==> src/hw/rtl/assert_macros.svh <==
// assertion macros shared by the allocator rtl
// no dependencies; included by files that carry assertions
`ifndef ASSERT_MACROS_SVH
`define ASSERT_MACROS_SVH

// condition must never hold outside reset
`define ASSERT_NEVER(label, clk, rst, cond, msg) \
   label: assert property (@(posedge clk) disable iff (rst) !(cond)) else $error(msg);

// antecedent implies consequent on the next clock edge
`define ASSERT_NEXT(label, clk, rst, ante, cons, msg) \
   label: assert property (@(posedge clk) disable iff (rst) (ante) |=> (cons)) else $error(msg);

`endif

==> src/hw/rtl/fba_pkg.sv <==
// shared types and constants for the best fit segment allocator
// no dependencies; imported by every allocator module
package fba_pkg;

   localparam int MAX_SEGMENTS_DEF = 64;
   localparam int ADDR_BITS_DEF    = 16;
   localparam int GRAN_W           = 17;
   localparam int ROUND_STEPS      = 17;
   localparam int SIZE_W           = 18;

   localparam logic [7:0]        FREE_OWNER = 8'hFF;
   localparam logic [GRAN_W-1:0] GRAN_MAX   = 17'h10000;
   localparam logic [GRAN_W-1:0] GRAN_RESET = 17'd16;

   // operation codes
   localparam logic [1:0] FUNC_ALLOC     = 2'd0;
   localparam logic [1:0] FUNC_FREE      = 2'd1;
   localparam logic [1:0] FUNC_TRANSLATE = 2'd2;
   localparam logic [1:0] FUNC_SIZE      = 2'd3;

   // status codes
   localparam logic [1:0] STATUS_OK        = 2'd0;
   localparam logic [1:0] STATUS_NO_FIT    = 2'd1;
   localparam logic [1:0] STATUS_NOT_FOUND = 2'd2;
   localparam logic [1:0] STATUS_FULL      = 2'd3;

   // register indexes
   localparam logic [1:0] CSR_ALLOC_UNIT  = 2'd0;
   localparam logic [1:0] CSR_PAGE_SIZE   = 2'd1;
   localparam logic [1:0] CSR_MEMORY_SIZE = 2'd2;

   typedef enum logic [1:0] {
      OP_HOLD,
      OP_WRITE,
      OP_INSERT,
      OP_MERGE
   } cell_op_type;

   typedef struct packed {
      cell_op_type op;
      logic        scan_alloc;
   } cell_ctl_type;

   typedef enum logic [3:0] {
      S_INIT,
      S_IDLE,
      S_ROUND,
      S_SCAN,
      S_DECIDE,
      S_INSERT,
      S_WRITE,
      S_FILL2,
      S_MERGE_HI,
      S_MERGE_LO
   } state_type;

   typedef struct packed {
      logic [1:0]  func;
      logic [6:0]  owner_id;
      logic [16:0] request_bytes;
      logic [15:0] offset;
   } req_type;

   typedef struct packed {
      logic [1:0]        status;
      logic [16:0]       value;
      logic              fill_valid;
      logic [15:0]       fill_start;
      logic [16:0]       fill_length;
      logic signed [7:0] fill_value;
      logic              last;
   } rsp_type;

endpackage

==> src/hw/rtl/fba_rounder.sv <==
// rounds a request up to the page and to the allocation unit
// depends on fba_pkg; two restoring remainder units run side by side
module fba_rounder (
   input  logic                       clock,
   input  logic                       reset,
   input  logic                       start,
   input  logic [fba_pkg::GRAN_W-1:0] request_bytes,
   input  logic [fba_pkg::GRAN_W-1:0] unit,
   input  logic [fba_pkg::GRAN_W-1:0] page,
   output logic                       done,
   output logic [fba_pkg::SIZE_W-1:0] size,
   output logic [fba_pkg::SIZE_W-1:0] used
);
   import fba_pkg::*;

   logic                run_ff, run_in;
   logic                done_ff, done_in;
   logic [4:0]          cnt_ff, cnt_in;
   logic [GRAN_W-1:0]   dvd_ff, dvd_in;
   logic [GRAN_W-1:0]   q_ff, q_in;
   logic [GRAN_W-1:0]   rp_ff, rp_in;
   logic [GRAN_W-1:0]   ru_ff, ru_in;
   logic [SIZE_W-1:0]   tp, tu;
   logic [GRAN_W-1:0]   dminus;
   logic [SIZE_W-1:0]   size_raw, used_raw;

   // request minus one, a zero request counts as one
   assign dminus = (request_bytes == '0) ? '0 : request_bytes - GRAN_W'(1);

   // one quotient bit per cycle for both granules
   always_comb begin
      tp      = {rp_ff, q_ff[GRAN_W-1]};
      tu      = {ru_ff, q_ff[GRAN_W-1]};
      run_in  = run_ff;
      done_in = 1'b0;
      cnt_in  = cnt_ff;
      dvd_in  = dvd_ff;
      q_in    = q_ff;
      rp_in   = rp_ff;
      ru_in   = ru_ff;
      if (start) begin
         run_in = 1'b1;
         cnt_in = '0;
         dvd_in = dminus;
         q_in   = dminus;
         rp_in  = '0;
         ru_in  = '0;
      end else if (run_ff) begin
         q_in  = {q_ff[GRAN_W-2:0], 1'b0};
         rp_in = (tp >= SIZE_W'(page)) ? GRAN_W'(tp - SIZE_W'(page)) : GRAN_W'(tp);
         ru_in = (tu >= SIZE_W'(unit)) ? GRAN_W'(tu - SIZE_W'(unit)) : GRAN_W'(tu);
         cnt_in = cnt_ff + 5'd1;
         if (cnt_ff == 5'(ROUND_STEPS - 1)) begin
            run_in  = 1'b0;
            done_in = 1'b1;
         end
      end
   end

   always_ff @(posedge clock) begin
      if (reset) begin
         run_ff  <= 1'b0;
         done_ff <= 1'b0;
         cnt_ff  <= '0;
      end else begin
         run_ff  <= run_in;
         done_ff <= done_in;
         cnt_ff  <= cnt_in;
      end
      dvd_ff <= dvd_in;
      q_ff   <= q_in;
      rp_ff  <= rp_in;
      ru_ff  <= ru_in;
   end

   // rounded value is (request - 1) - remainder + granule
   always_comb begin
      size_raw = SIZE_W'(dvd_ff) - SIZE_W'(rp_ff) + SIZE_W'(page);
      used_raw = SIZE_W'(dvd_ff) - SIZE_W'(ru_ff) + SIZE_W'(unit);
   end

   assign done = done_ff;
   assign size = size_raw;
   assign used = (used_raw > size_raw) ? size_raw : used_raw;

endmodule

==> config.mk <==
export PLATFORM = sky130hd
export DESIGN_NAME = fba_rounder
export DESIGN_NICKNAME = d
export VERILOG_FILES = /design/src/hw/rtl/assert_macros.svh /design/src/hw/rtl/fba_pkg.sv /design/src/hw/rtl/fba_rounder.sv
export SDC_FILE = /design/constraint.sdc
export NUM_CORES = 1
export LEC_CHECK = 0
export ABC_AREA = 1
export BUFFER_PORTS_ARGS = -buffer_cell sky130_fd_sc_hd__buf_2
export CAP_MARGIN = 20
export CORE_MARGIN = 8
export CORE_UTILIZATION = 51
export CTS_BUF_LIST = sky130_fd_sc_hd__clkbuf_2 sky130_fd_sc_hd__clkbuf_4 sky130_fd_sc_hd__clkbuf_8
export DETAILED_ROUTE_END_ITERATION = 10
export PLACE_DENSITY_LB_ADDON = 0.3
export SYNTH_ARGS = -nofsm -noshare
export SYNTH_HDL_FRONTEND = slang
export SYNTH_SLANG_ARGS = --single-unit
==> constraint.sdc <==
create_clock -name clock -period 6.32 [get_ports clock]
set_input_delay 1.264 -clock clock [delete_from_list [all_inputs] [get_ports clock]]
set_output_delay 1.264 -clock clock [all_outputs]
set_load 0.02 [all_outputs]
==> results_dict.tcl <==
set metrics [dict create \
    synth_simple_gate_area_share_pct 35.6 \
    core_area_um2 18100 \
    drv_cap 0 \
    arrival_ns 4.89 \
    synth_fa_ha_area_share_pct 19.7 \
    overflow 0 \
    crit_required_ns 5.06 \
    antenna_found_initial 0 \
    finalCriticalPeriod_ns 6.16 \
    port_buffers 90 \
    cellLeakagePower_nw 5.98 \
    synth_compound_area_share_pct 6.70 \
    worstPathCellList "buf_2 -> inv_1 -> fa_1 -> inv_1 -> ha_1 -> nand2_2 -> inv_1 -> nand2_1 -> nand2_1 -> nand3b_1 -> buf_4 -> xor2_1 -> inv_1 -> ha_1 -> nand2_1 -> nor2_1 -> nand2_1 -> nand2_1 -> nand2_1 -> nand3_1 -> nand2_4 -> buf_8 -> o21ai_0 -> buf_4" \
    grt_use_total_pct 22.1 \
    seq_area_frac_synth_pct 19.5 \
    cts_buffers 9 \
    synth_area_leaders "nand2_1 19%, inv_1 13%, ha_1 12%" \
    cts-root-buf "clkbuf_8" \
    synth_mux_area_share_pct 0 \
    drc 0 \
    worstSetupStartpointType "input port" \
    yosysTopAreaCell "nand2_1" \
    async_flop_share_pct 0 \
    grt_pass1_vias 8474 \
    drtIter0Drc 510 \
    nets 1768 \
    report.final.slew_viol_count 0 \
    stdcell_count 1821 \
    fin_skew_ns 0.0124 \
    path_delay_family "adder cells" \
    viasPerCell 5.04 \
    synthXorXnorAreaFrac_pct 3.80 \
    power_mw 2.54 \
    route.met3.wl_um 1750 \
    synth_seq_cells 75 \
    slowest_stage "fa_1" \
    critPathKind "in -> out" \
    worstPathBufferInverterCount 8 \
    die_w_um 152 \
    path_max_fanout 19 \
    vdd_drop_max_uv 140 \
    cts.clk_slew.worst_paths_ns 0.08 \
    met1Wirelength_um 12300 \
    dp.cells 1801 \
    die_area_um2 23100 \
    cts_tree "done" \
    final_layout_size_suffix_gt1_share_pct 9.92 \
    max_freq_mhz 162 \
    cpPeakStageDelay_ns 0.54 \
    globalplace.congestion 0.960 \
    cts_sinks 75 \
    wl_met2_um 11200 \
    avgRoutedWirePerCell_um 14.2 \
    powerDensity_nw_per_um2 244 \
    dpl.hpwl_um 21800 \
    status "completed" \
    reg2reg_depth 12 \
    synth_top_family_by_area "simple AND/OR/NAND/NOR gates" \
    cp.depth 24 \
    h-tree-depth 3 \
    start_util_pct 52.2 \
    vias 9186 \
    firstDrtPassIters 5 \
    synth_common_cells "473 x nand2_1, 333 x inv_1, 129 x nand3_1, 96 x nor2_1, 91 x ha_1" \
    synthFlopType "dfxtp_1" \
    synth_area_um2 9440 \
    die_h_um 152 \
    crit_top_cell "nand2_1" \
    synth_edf_count 34 \
    finalSetupViolCount 0 \
    whs_path_depth 2 \
    synthToLayoutAreaGrowth_pct 10.1 \
    rows 49 \
    hold_violations 0 \
    synth.net_count 1677 \
    grt_pass1_wl_um 42400 \
    ios 91 \
    max_slew_margin_pct 38.3 \
    ant_nets 0 \
    cts_max_path_buffers 2 \
    finalCritPeriodShare_pct 97.4 \
    synthCells 1496 \
    tightestPinTransition_ns 0.923 \
    drt_wl_total_um 25800 \
    highest_layer "met4" \
    clock_latency_ns 0.37 \
    yosysMostFrequentCell "nand2_1" \
    cp-end-kind "output port" \
    yosysWarnings 0 \
    yosysTopAreaCellShare_pct 18.8 \
    hold_path.class "reg -> reg" \
    antennaDiodeCount 0 \
    synth_cell_types 43 \
    grt_max_degree 35 \
    synth.avg_cell_area_um2 6.31 \
]
## per-layer routing
layer  global-route usage, %  up-vias
li1                        -     4809
met1                    30.0     4090
met2                    34.6      254
met3                    5.05       33
met4                    6.43        0
met5                       0        -
## logic make-up after synthesis
| family | count (synthesis) |
|---|---|
| AOI/OAI and AO/OA | 120 |
| xor gates and xnor gates | 41 |
| adders and majority gates | 127 |
| buffers and inverters | 355 |
| DFF | 75 |
| and+or+nand+nor | 778 |
## timing repair
item                                    4_1_cts  5_1_grt
buffers inserted                              0        4
hold buffers                                  0        0
gates resized for setup                       0       17
endpoints found under the setup margin        0       18
## tightest hold or removal path, cell delays in order (launching register included)
cell     delay, ns
dfxtp_1       0.35
nand2_1       0.07
nand2_1       0.04
## layout make-up
type / count / area [µm²]
Inverter: 335 / 1260
Clock inverter: 6 / 72.6
Fill cell: 1808 / 7690
Timing Repair Buffer: 100 / 541
Tap cell: 229 / 287
Clock buffer: 10 / 131
Multi-Input combinational cell: 1066 / 6260
Sequential cell: 75 / 1840
## power breakdown
part | total (mW) | switching, mW | internal [mW]
Clock | 0.392 | 0.201 | 0.191
Sequential | 0.544 | 0.0101 | 0.534
Combinational | 1.60 | 1.04 | 0.559
Total | 2.54 | 1.25 | 1.28
## registers in the layout (all words and copies together) (netlist names)
signal  count
cnt_ff      5
done        1
dvd_ff     17
q_ff       17
rp_ff      17
ru_ff      17
run_ff      1
## path summary, 6_finish.rpt
check                           slack (ns)   endpoint       from
worst max register to register        3.55  rp_ff[10]  rp_ff[11]
worst min-delay path                  0.50   rp_ff[6]   rp_ff[6]
worst min register to register        0.50   rp_ff[6]   rp_ff[6]
worst max-delay path                  0.16    used[2]    page[8]
## stage by stage
stage               area, µm²  hold slack (ns)  setup WS [ns]  TNS [ns]  util, %
floorplan                9440            0.463          0.324         0        -
global placement        10100            0.475          0.162         0     55.9
detailed placement      10100            0.486          0.114         0     55.9
CTS                     10300            0.502          0.109         0     57.0
global route            10400            0.529        -0.0269    -0.242     57.5
finish                  10400            0.504          0.165         0     57.5
## layout by cell type, fill, tap and decap left out, drive strengths merged, types with 36 or more instances in the layout
master,instances
buf,100
inv,336
o21ai,46
nand3,138
dfxtp,41
fa,36
nand2,485
a21oi,62
ha,91
nor2,101
No activity file was read; power rests on OpenSTA's default activity.
