<file path="src/hw/rtl/assert_macros.svh">
// assertion macros shared by the allocator rtl
// no dependencies; included by files that carry assertions
`ifndef ASSERT_MACROS_SVH
`define ASSERT_MACROS_SVH

// condition must never hold outside reset
`define ASSERT_NEVER(label, clk, rst, cond, msg) \
   label: assert property (@(posedge clk) disable iff (rst) !(cond)) else $error(msg);

// antecedent implies consequent on the next clock edge
`define ASSERT_NEXT(label, clk, rst, ante, cons, msg) \
   label: assert property (@(posedge clk) disable iff (rst) (ante) |=> (cons)) else $error(msg);

`endif

</file>
<file path="src/hw/rtl/fba_pkg.sv">
// shared types and constants for the best fit segment allocator
// no dependencies; imported by every allocator module
package fba_pkg;

   localparam int MAX_SEGMENTS_DEF = 64;
   localparam int ADDR_BITS_DEF    = 16;
   localparam int GRAN_W           = 17;
   localparam int ROUND_STEPS      = 17;
   localparam int SIZE_W           = 18;

   localparam logic [7:0]        FREE_OWNER = 8'hFF;
   localparam logic [GRAN_W-1:0] GRAN_MAX   = 17'h10000;
   localparam logic [GRAN_W-1:0] GRAN_RESET = 17'd16;

   // operation codes
   localparam logic [1:0] FUNC_ALLOC     = 2'd0;
   localparam logic [1:0] FUNC_FREE      = 2'd1;
   localparam logic [1:0] FUNC_TRANSLATE = 2'd2;
   localparam logic [1:0] FUNC_SIZE      = 2'd3;

   // status codes
   localparam logic [1:0] STATUS_OK        = 2'd0;
   localparam logic [1:0] STATUS_NO_FIT    = 2'd1;
   localparam logic [1:0] STATUS_NOT_FOUND = 2'd2;
   localparam logic [1:0] STATUS_FULL      = 2'd3;

   // register indexes
   localparam logic [1:0] CSR_ALLOC_UNIT  = 2'd0;
   localparam logic [1:0] CSR_PAGE_SIZE   = 2'd1;
   localparam logic [1:0] CSR_MEMORY_SIZE = 2'd2;

   typedef enum logic [1:0] {
      OP_HOLD,
      OP_WRITE,
      OP_INSERT,
      OP_MERGE
   } cell_op_type;

   typedef struct packed {
      cell_op_type op;
      logic        scan_alloc;
   } cell_ctl_type;

   typedef enum logic [3:0] {
      S_INIT,
      S_IDLE,
      S_ROUND,
      S_SCAN,
      S_DECIDE,
      S_INSERT,
      S_WRITE,
      S_FILL2,
      S_MERGE_HI,
      S_MERGE_LO
   } state_type;

   typedef struct packed {
      logic [1:0]  func;
      logic [6:0]  owner_id;
      logic [16:0] request_bytes;
      logic [15:0] offset;
   } req_type;

   typedef struct packed {
      logic [1:0]        status;
      logic [16:0]       value;
      logic              fill_valid;
      logic [15:0]       fill_start;
      logic [16:0]       fill_length;
      logic signed [7:0] fill_value;
      logic              last;
   } rsp_type;

endpackage

</file>
<file path="src/hw/rtl/fba_cell.sv">
// one entry of the segment table with its slice of the search wave
// depends on fba_pkg; cells are chained by the allocator top level
module fba_cell #(
   parameter int ADDR_BITS    = fba_pkg::ADDR_BITS_DEF,
   parameter int MAX_SEGMENTS = fba_pkg::MAX_SEGMENTS_DEF,
   parameter int IDX          = 0
) (
   input  logic                                  clock,
   input  logic                                  reset,
   input  fba_pkg::cell_ctl_type                 ctl,
   input  logic [$clog2(MAX_SEGMENTS)-1:0]       pos,
   input  logic [$clog2(MAX_SEGMENTS+1)-1:0]     count,
   input  logic [7:0]                            key_owner,
   input  logic [((ADDR_BITS+1>18)?ADDR_BITS+1:18)-1:0] size,
   input  logic [7:0]                            wr_owner,
   input  logic [ADDR_BITS-1:0]                  wr_start,
   input  logic [ADDR_BITS:0]                    wr_length,
   input  logic [ADDR_BITS:0]                    wr_used,
   input  logic [7:0]                            prev_owner,
   input  logic [ADDR_BITS-1:0]                  prev_start,
   input  logic [ADDR_BITS:0]                    prev_length,
   input  logic [ADDR_BITS:0]                    prev_used,
   input  logic [7:0]                            next_owner,
   input  logic [ADDR_BITS-1:0]                  next_start,
   input  logic [ADDR_BITS:0]                    next_length,
   input  logic [ADDR_BITS:0]                    next_used,
   output logic [7:0]                            owner,
   output logic [ADDR_BITS-1:0]                  start,
   output logic [ADDR_BITS:0]                    length,
   output logic [ADDR_BITS:0]                    used,
   input  logic                                  cin_found,
   input  logic [$clog2(MAX_SEGMENTS)-1:0]       cin_idx,
   input  logic [ADDR_BITS-1:0]                  cin_start,
   input  logic [ADDR_BITS:0]                    cin_length,
   output logic                                  cout_found,
   output logic [$clog2(MAX_SEGMENTS)-1:0]       cout_idx,
   output logic [ADDR_BITS-1:0]                  cout_start,
   output logic [ADDR_BITS:0]                    cout_length
);
   import fba_pkg::*;

   localparam int IW    = $clog2(MAX_SEGMENTS);
   localparam int CNTW  = $clog2(MAX_SEGMENTS + 1);
   localparam int LEN_W = ADDR_BITS + 1;
   localparam int CW    = (LEN_W > 18) ? LEN_W : 18;

   logic [7:0]           owner_ff, owner_in;
   logic [ADDR_BITS-1:0] start_ff, start_in;
   logic [LEN_W-1:0]     length_ff, length_in;
   logic [LEN_W-1:0]     used_ff, used_in;
   logic                 found_ff, found_in;
   logic [IW-1:0]        idx_ff, idx_in;
   logic [ADDR_BITS-1:0] cstart_ff, cstart_in;
   logic [LEN_W-1:0]     clength_ff, clength_in;
   logic                 live, here, above, take;

   assign live  = CNTW'(IDX) < count;
   assign here  = pos == IW'(IDX);
   assign above = IW'(IDX) > pos;

   // search wave: best fitting free entry or first entry of the owner
   always_comb begin
      if (ctl.scan_alloc) begin
         take = live && (owner_ff == FREE_OWNER) && (CW'(length_ff) >= size) &&
                (!cin_found || (length_ff < cin_length));
      end else begin
         take = live && (owner_ff == key_owner) && !cin_found;
      end
      found_in   = take ? 1'b1        : cin_found;
      idx_in     = take ? IW'(IDX)    : cin_idx;
      cstart_in  = take ? start_ff    : cin_start;
      clength_in = take ? length_ff   : cin_length;
   end

   // entry update: write, shift up for an insert, shift down for a merge
   always_comb begin
      owner_in  = owner_ff;
      start_in  = start_ff;
      length_in = length_ff;
      used_in   = used_ff;
      case (ctl.op)
         OP_WRITE: begin
            if (here) begin
               owner_in  = wr_owner;
               start_in  = wr_start;
               length_in = wr_length;
               used_in   = wr_used;
            end
         end
         OP_INSERT: begin
            if (here) begin
               owner_in  = wr_owner;
               start_in  = wr_start;
               length_in = wr_length;
               used_in   = wr_used;
            end else if (above) begin
               owner_in  = prev_owner;
               start_in  = prev_start;
               length_in = prev_length;
               used_in   = prev_used;
            end
         end
         OP_MERGE: begin
            if (here) begin
               length_in = length_ff + next_length;
            end else if (above) begin
               owner_in  = next_owner;
               start_in  = next_start;
               length_in = next_length;
               used_in   = next_used;
            end
         end
         default: begin
         end
      endcase
   end

   always_ff @(posedge clock) begin
      if (reset) begin
         found_ff <= 1'b0;
      end else begin
         found_ff <= found_in;
      end
      idx_ff     <= idx_in;
      cstart_ff  <= cstart_in;
      clength_ff <= clength_in;
      owner_ff   <= owner_in;
      start_ff   <= start_in;
      length_ff  <= length_in;
      used_ff    <= used_in;
   end

   assign owner       = owner_ff;
   assign start       = start_ff;
   assign length      = length_ff;
   assign used        = used_ff;
   assign cout_found  = found_ff;
   assign cout_idx    = idx_ff;
   assign cout_start  = cstart_ff;
   assign cout_length = clength_ff;

endmodule

</file>
<file path="config.mk">
export PLATFORM = sky130hd
export DESIGN_NAME = fba_cell
export DESIGN_NICKNAME = d
export VERILOG_FILES = /design/src/hw/rtl/assert_macros.svh /design/src/hw/rtl/fba_pkg.sv /design/src/hw/rtl/fba_cell.sv
export SDC_FILE = /design/constraint.sdc
export NUM_CORES = 1
export LEC_CHECK = 0
export BUFFER_PORTS_ARGS = -buffer_cell sky130_fd_sc_hd__buf_4
export CORE_MARGIN = 5
export CORE_UTILIZATION = 35
export CTS_CLUSTER_SIZE = 28
export DETAILED_ROUTE_END_ITERATION = 10
export PLACE_DENSITY = 0.69
export SYNTH_ARGS = -nofsm -noshare
export SYNTH_HDL_FRONTEND = slang
export SYNTH_SLANG_ARGS = --single-unit
</file>
<file path="constraint.sdc">
create_clock -name clock -period 11.7 [get_ports clock]
set_input_delay 1.17 -clock clock [delete_from_list [all_inputs] [get_ports clock]]
set_output_delay 1.17 -clock clock [all_outputs]
set_load 0.05 [all_outputs]
</file>
==> results of run 1 <==
## through the flow
stage	power (mW)	setup WS (ns)	util	instance area, sq um
3_3_place_gp	0.875	7.16	0.517	9320
2_1_floorplan	0.700	7.07	-	6430
5_1_grt	1.23	7.11	0.534	9620
6_report	1.18	7.43	0.534	9620
3_5_place_dp	0.881	7.06	0.517	9320
4_1_cts	1.19	7.42	0.533	9620
## cell usage after synthesis (2+ instances only)
master / number / share of area
a21boi_0: 2 / 0.0023
a21oi_1: 21 / 0.016
a2bb2oi_1: 2 / 0.0027
mux2i_1: 23 / 0.036
nor4_1: 2 / 0.0019
ha_1: 52 / 0.10
a22o_1: 2 / 0.0027
nand3_1: 8 / 0.0062
o221ai_1: 2 / 0.0027
mux2_1: 33 / 0.058
a221o_1: 26 / 0.040
clkbuf_1: 29 / 0.017
a21o_1: 10 / 0.012
buf_2: 2 / 0.0016
nand4_1: 7 / 0.0068
o311a_1: 2 / 0.0031
o211ai_1: 2 / 0.0023
or4_1: 2 / 0.0023
xnor2_1: 12 / 0.016
or2_2: 3 / 0.0029
and3_1: 3 / 0.0029
a211oi_1: 10 / 0.012
nor3_1: 5 / 0.0039
o21ai_1: 14 / 0.011
nand2_1: 105 / 0.061
a21boi_1: 23 / 0.027
nor2b_1: 9 / 0.0088
nand2b_1: 2 / 0.0019
xor2_1: 7 / 0.0095
nor2_1: 23 / 0.013
a22oi_1: 21 / 0.025
a222oi_1: 9 / 0.014
o21a_1: 2 / 0.0023
dfxtp_1: 40 / 0.12
edfxtp_1: 58 / 0.27
o21ai_0: 37 / 0.029
inv_1: 40 / 0.023
## sequential cells by signal, indices dropped and copies added (netlist names)
name         count
cout_found       1
cout_idx         6
cout_length     17
cout_start      16
length          17
owner            8
start           16
used            17
## area by class of cell
type / count / area, sq um
Timing Repair Buffer: 361 / 2710
Multi-Input combinational cell: 495 / 3630
Clock buffer: 11 / 254
Inverter: 41 / 154
Fill cell: 1727 / 8410
Sequential cell: 98 / 2540
Clock inverter: 5 / 38.8
Tap cell: 229 / 287
Antenna cell: 1 / 2.50
## per-layer routing
layer	up-vias	share of wire	global-route usage
met1	3065	0.41	0.277
met2	294	0.48	0.379
met4	2	0.035	0.0849
met3	49	0.076	0.0610
li1	3166	-	-
met5	-	0.00032	0
## report_power, final
group          internal (mW)  switching [mW]
logic                  0.176           0.256
registers              0.408          0.0327
clock network          0.160           0.144
## kinds of logic after synthesis
group                      synth area share
buffers and inverters                0.0453
and+or+nand+nor                       0.116
adders and majority gates             0.104
muxes                                0.0935
DFF                                   0.395
xor gates and xnor gates             0.0259
AOI/OAI and AO/OA                     0.220
## cells in the final DEF (no fill, tap or decap), types with 9 or more instances in the layout
cell         n
a21o_1      10
dfxtp_1     40
xnor2_1     12
a211oi_1    10
a222oi_1     9
nor2_1      21
o21ai_1     14
edfxtp_1    58
nand2_1    105
inv_1       40
mux2i_1     23
a221o_1     26
a21boi_1    23
o21ai_0     37
buf_4      361
mux2_1      33
a22oi_1     21
clkbuf_16   10
a21oi_1     21
nor2b_1      9
ha_1        51
## worst paths after layout
check,start,to,cells after the start
min,start[13],cout_start[13],1
max,size[16],cout_start[5],11
max reg2reg,length[16],cout_start[5],9
min reg2reg,start[13],cout_start[13],1
==> metrics.txt, run 1 <==
CP max stage delay=0.60 ns; PwrDens=122 mW/mm^2; largest net degree at the start of global routing=71; worst skew pair latency=0.35 ns; crit path DAT=4.50 ns; Hold Buf Count CTS=0; Die ar.=0.0212 sq mm; Post-Syn Nets=978; HPWL after DPL=19800 um; H-tree depth=3; CP startpoint kind=input port; DR pass1 iterations=6; root buffer cell=clkbuf_16; Post-CTS Setup Bufs=0; R2R Setup Slk=7.74 ns; Leak=4.44 nW; WL/cell=20.2 um; Max FO, Critical Path=34; Max-Slew Margin vs Limit=0.259; post-synthesis sequential area ratio=0.395; CP bufs+invs=3; Gate Count Post-Synth=667; via count=6576; GP Congestion=0.859; VDD IR max=0.0000746 V; Max-Cap Viols=0; Post-synth EDFFs=58; Critical Path Most Common Cell=buf_4; Synth Register Bits=98; clock sinks=98; minimum clock period after layout=4.27 ns; Max Clk Rate=0.234 GHz; layout cells sized above 1=0.384; crit-path cells=buf_4, inv_1, ha_1, and4b_1, nand4_1, a2111oi_0, a21oi_1, or4_1, a2111oi_4, buf_4, mux2_1; Worst Path Required=11.93 ns; WL final=25100 um; TritonCTS clock tree=built; count of final setup violators=0; Overall Global Routing Usage=0.226; PostCTS Resize Cnt=0; top_reg_cell synth=edfxtp_1; crit path kind=in -> reg; deepest clock path buffer count=2; Area Growth Syn to Fin=49.5%; Layout Nets=1317; Final Hold Violating Endpoints=0; Final Non-Filler Cells=1241; min-delay worst type=reg -> reg; num rows=49; Ports=356; GRT overflow=0; Tcrit/Tclk final=0.365; ys async rst share=0; CTS Buf Count=9; slew at the pin closest to its max-slew limit=1.11 ns; Netlist cell types=54; placed cells=1224; outcome=complete, no violations; initial antenna violation count=2; Synth Warn #=0; RSZ-0062 raised after global routing=false; Die H=146 um; die width=146 um; DRC violations left=0; Starting Density=0.357; Netlist Area Pre-Place=0.00643 sq mm; clock slew at reported path FFs=0.07 ns; vias in the first global route=6575; core area=0.0180 sq mm; first-pass GRT wire length=38000 um; skew final=0.00870 ns; hold slack final=0.485 ns; initial DRC count=373; via/cell ratio=5.30; Crit path max-delay family=compound AO/OA/AOI/OAI gates; Crit-path slowest cell=or4_1; Buffers on Ports=355; Antenna Nets Post-Route=0; TNS Setup=0 ns; synthesized area per cell=9.65 sq um; Final Max Slew Viols=0; endpoint class of the critical path=flip-flop
No activity file was read; power rests on OpenSTA's default activity.
==> run 2, diff against run 1 <==
--- a/config.mk
+++ b/config.mk
@@ -5,12 +5,13 @@
 export SDC_FILE = /design/constraint.sdc
 export NUM_CORES = 1
 export LEC_CHECK = 0
+export ABC_AREA = 1
 export BUFFER_PORTS_ARGS = -buffer_cell sky130_fd_sc_hd__buf_4
 export CORE_MARGIN = 5
 export CORE_UTILIZATION = 35
 export CTS_CLUSTER_SIZE = 28
 export DETAILED_ROUTE_END_ITERATION = 10
-export PLACE_DENSITY = 0.69
+export PLACE_DENSITY = 0.68
 export SYNTH_ARGS = -nofsm -noshare
 export SYNTH_HDL_FRONTEND = slang
 export SYNTH_SLANG_ARGS = --single-unit
==> constraint.sdc (replaced) <==
create_clock -name clock -period 4.05 [get_ports clock]
set_input_delay 0.405 -clock clock [delete_from_list [all_inputs] [get_ports clock]]
set_output_delay 0.405 -clock clock [all_outputs]
set_load 0.05 [all_outputs]
==> run 2 against run 1 <==
First-iteration DRC count up 10%. Critical path type is now reg -> reg. Largest cell class unchanged. Non-clock buffer count up 2. Sequential share of layout area down 0.23 points. Die area up 1.3%. Largest power group unchanged. Synthesized cell count up 31%. Wire length up 7.5%. Critical path depth unchanged.
==> metrics.txt, run 2 <==
Setup WS pre-CTS=1.18 ns; TNS Setup=0 ns; Ant. Diodes=0; Critical Path Most Common Cell=nand2_1; Starting Density=0.352; root buffer cell=clkbuf_16; Overall Global Routing Usage=0.238; initial DRC count=411; Max-Cap Viols=0; count leader, synth=nand2_1; Max FO, Critical Path=39; placed cells=1434; PostCTS Resize Cnt=0; first-pass GRT wire length=39800 um; slew at the pin closest to its max-slew limit=0.789 ns; count of final setup violators=0; Hold Buf Count CTS=0; Worst Path Required=4.34 ns; TritonCTS clock tree=built; Placed Area=0.00941 sq mm; num rows=50; Max-Slew Margin vs Limit=0.472; H-tree depth=3; Post-CTS Setup Bufs=0; Antenna Nets Post-Route=0; clock slew at reported path FFs=0.08 ns; ys async rst share=0; Tot Pwr=3.37 mW; Worst setup endpoint=cout_length[5]; top post-synthesis cells by count=nand2_1, nand3_1, inv_1; Die H=147 um; FF-to-FF path depth=11; largest net degree at the start of global routing=45; CP max stage delay=0.74 ns; Crit path max-delay family=simple AND/OR/NAND/NOR gates; vias in the first global route=6934; Post-Syn Nets=1182; minimum clock period after layout=2.90 ns; post-synthesis sequential area ratio=0.390; Ports=356; setup ws final=1.15 ns; WL/cell=18.6 um; endpoint class of the critical path=flip-flop; Synth Warn #=0; HPWL after DPL=21700 um; worst skew pair latency=0.36 ns; skew final=0.0167 ns; deepest clock path buffer count=2; R2R Setup Slk=1.15 ns; Yosys top cell by area=edfxtp_1; crit-path cells=ha_1, nand2_1, nor2_1, nand2_1, nor2_1, nand2_1, nand4_2, nand3_4, nand2_2, nand2_1, nand2_1; most frequent cells in the layout=buf_4, nand2_1, nand3_1; DRC violations left=0; die width=147 um; crit path DAT=3.20 ns; top-area cell type share of the netlist area=0.267; DR pass1 iterations=5; Max Clk Rate=0.344 GHz; min-delay worst type=in -> reg; Leak=4.95 nW; core area=0.0185 sq mm; initial antenna violation count=0; Final Max Slew Viols=0; GRT overflow=0; post-route cell area=0.00970 sq mm; CTS Buf Count=9; CP startpoint kind=flip-flop; CP Launch Point=length[13]; CP Depth=11; Gate Count Post-Synth=871; outcome=complete, no violations; PwrDens=348 mW/mm^2; most common cell after layout, fill and taps aside=buf_4; hold slack final=0.260 ns; Die ar.=0.0215 sq mm; layout cells sized above 1=0.320; reg2reg start=length[13]; Buffers on Ports=355; RSZ-0062 raised after global routing=false; top_reg_cell synth=edfxtp_1; WL final=26900 um; worst r2r dst=cout_length[5]; Area Growth Syn to Fin=48.6%; Post-synth EDFFs=58; crit path kind=reg -> reg; Netlist Area Pre-Place=0.00653 sq mm; synthesized area per cell=7.49 sq um; largest cells by area after synthesis=edfxtp_1, nand2_1, dfxtp_1, ha_1, nand3_1; Crit-path slowest cell=nand2_2; CP bufs+invs=0; clock sinks=98; Synth Register Bits=98; via count=7326; Tcrit/Tclk final=0.717; Core Util, Final=0.524; Netlist cell types=39; GP Congestion=0.944; Final Non-Filler Cells=1450; Final Hold Violating Endpoints=0; Layout Nets=1522; via/cell ratio=5.05; VDD IR max=0.000195 V
-- run 2: worst min-delay path by stage --
stage	from	to	slack (ns)	cells after the start
floorplan	cin_idx[0]	cout_idx[0]	0.52	2
global placement	start[14]	cout_start[14]	0.45	2
detailed placement	start[14]	cout_start[14]	0.46	2
CTS	cin_idx[1]	cout_idx[1]	0.25	3
global route	cin_start[14]	cout_start[14]	0.27	3
finish	cin_idx[1]	cout_idx[1]	0.26	3
-- run 2: cell type report --
class	count	area, sq um
clock buffers	9	225
clock inverters	7	62.6
fillers	1796	8820
inverters	91	342
multi-input cells	648	3510
flip-flops and latches	98	2540
well taps	234	293
repair buffers	363	2730
-- run 2: power by group --
group | internal [mW] | total (mW) | switching, mW
Combinational | 0.471 | 1.25 | 0.775
Sequential | 1.18 | 1.27 | 0.0942
Clock | 0.430 | 0.857 | 0.427
Total | 2.08 | 3.37 | 1.30
-- run 2: worst reg2reg max path, cell delays in order, from the launching register on --
cell and delay, ns:
edfxtp_1 0.52, ha_1 0.35, nand2_1 0.07, nor2_1 0.18, nand2_1 0.10, nor2_1 0.10
nand2_1 0.07, nand4_2 0.11, nand3_4 0.35, nand2_2 0.75, nand2_1 0.15, nand2_1 0.09
-- run 2: cell families (layout without fill, tap and decap cells) --
family	after synthesis	after routing	synth area share
simple gates	461	461	0.296
compound gates	128	128	0.128
buf+inv	125	470	0.0759
flops	98	98	0.390
fa+ha+maj	53	53	0.103
xor+xnor	6	6	0.00805
-- run 2: per-layer routing --
metal  routed length, um  track usage
met4                 699       0.0828
met5                   0            0
met1               11600        0.314
met3                1610       0.0403
met2               13100        0.396
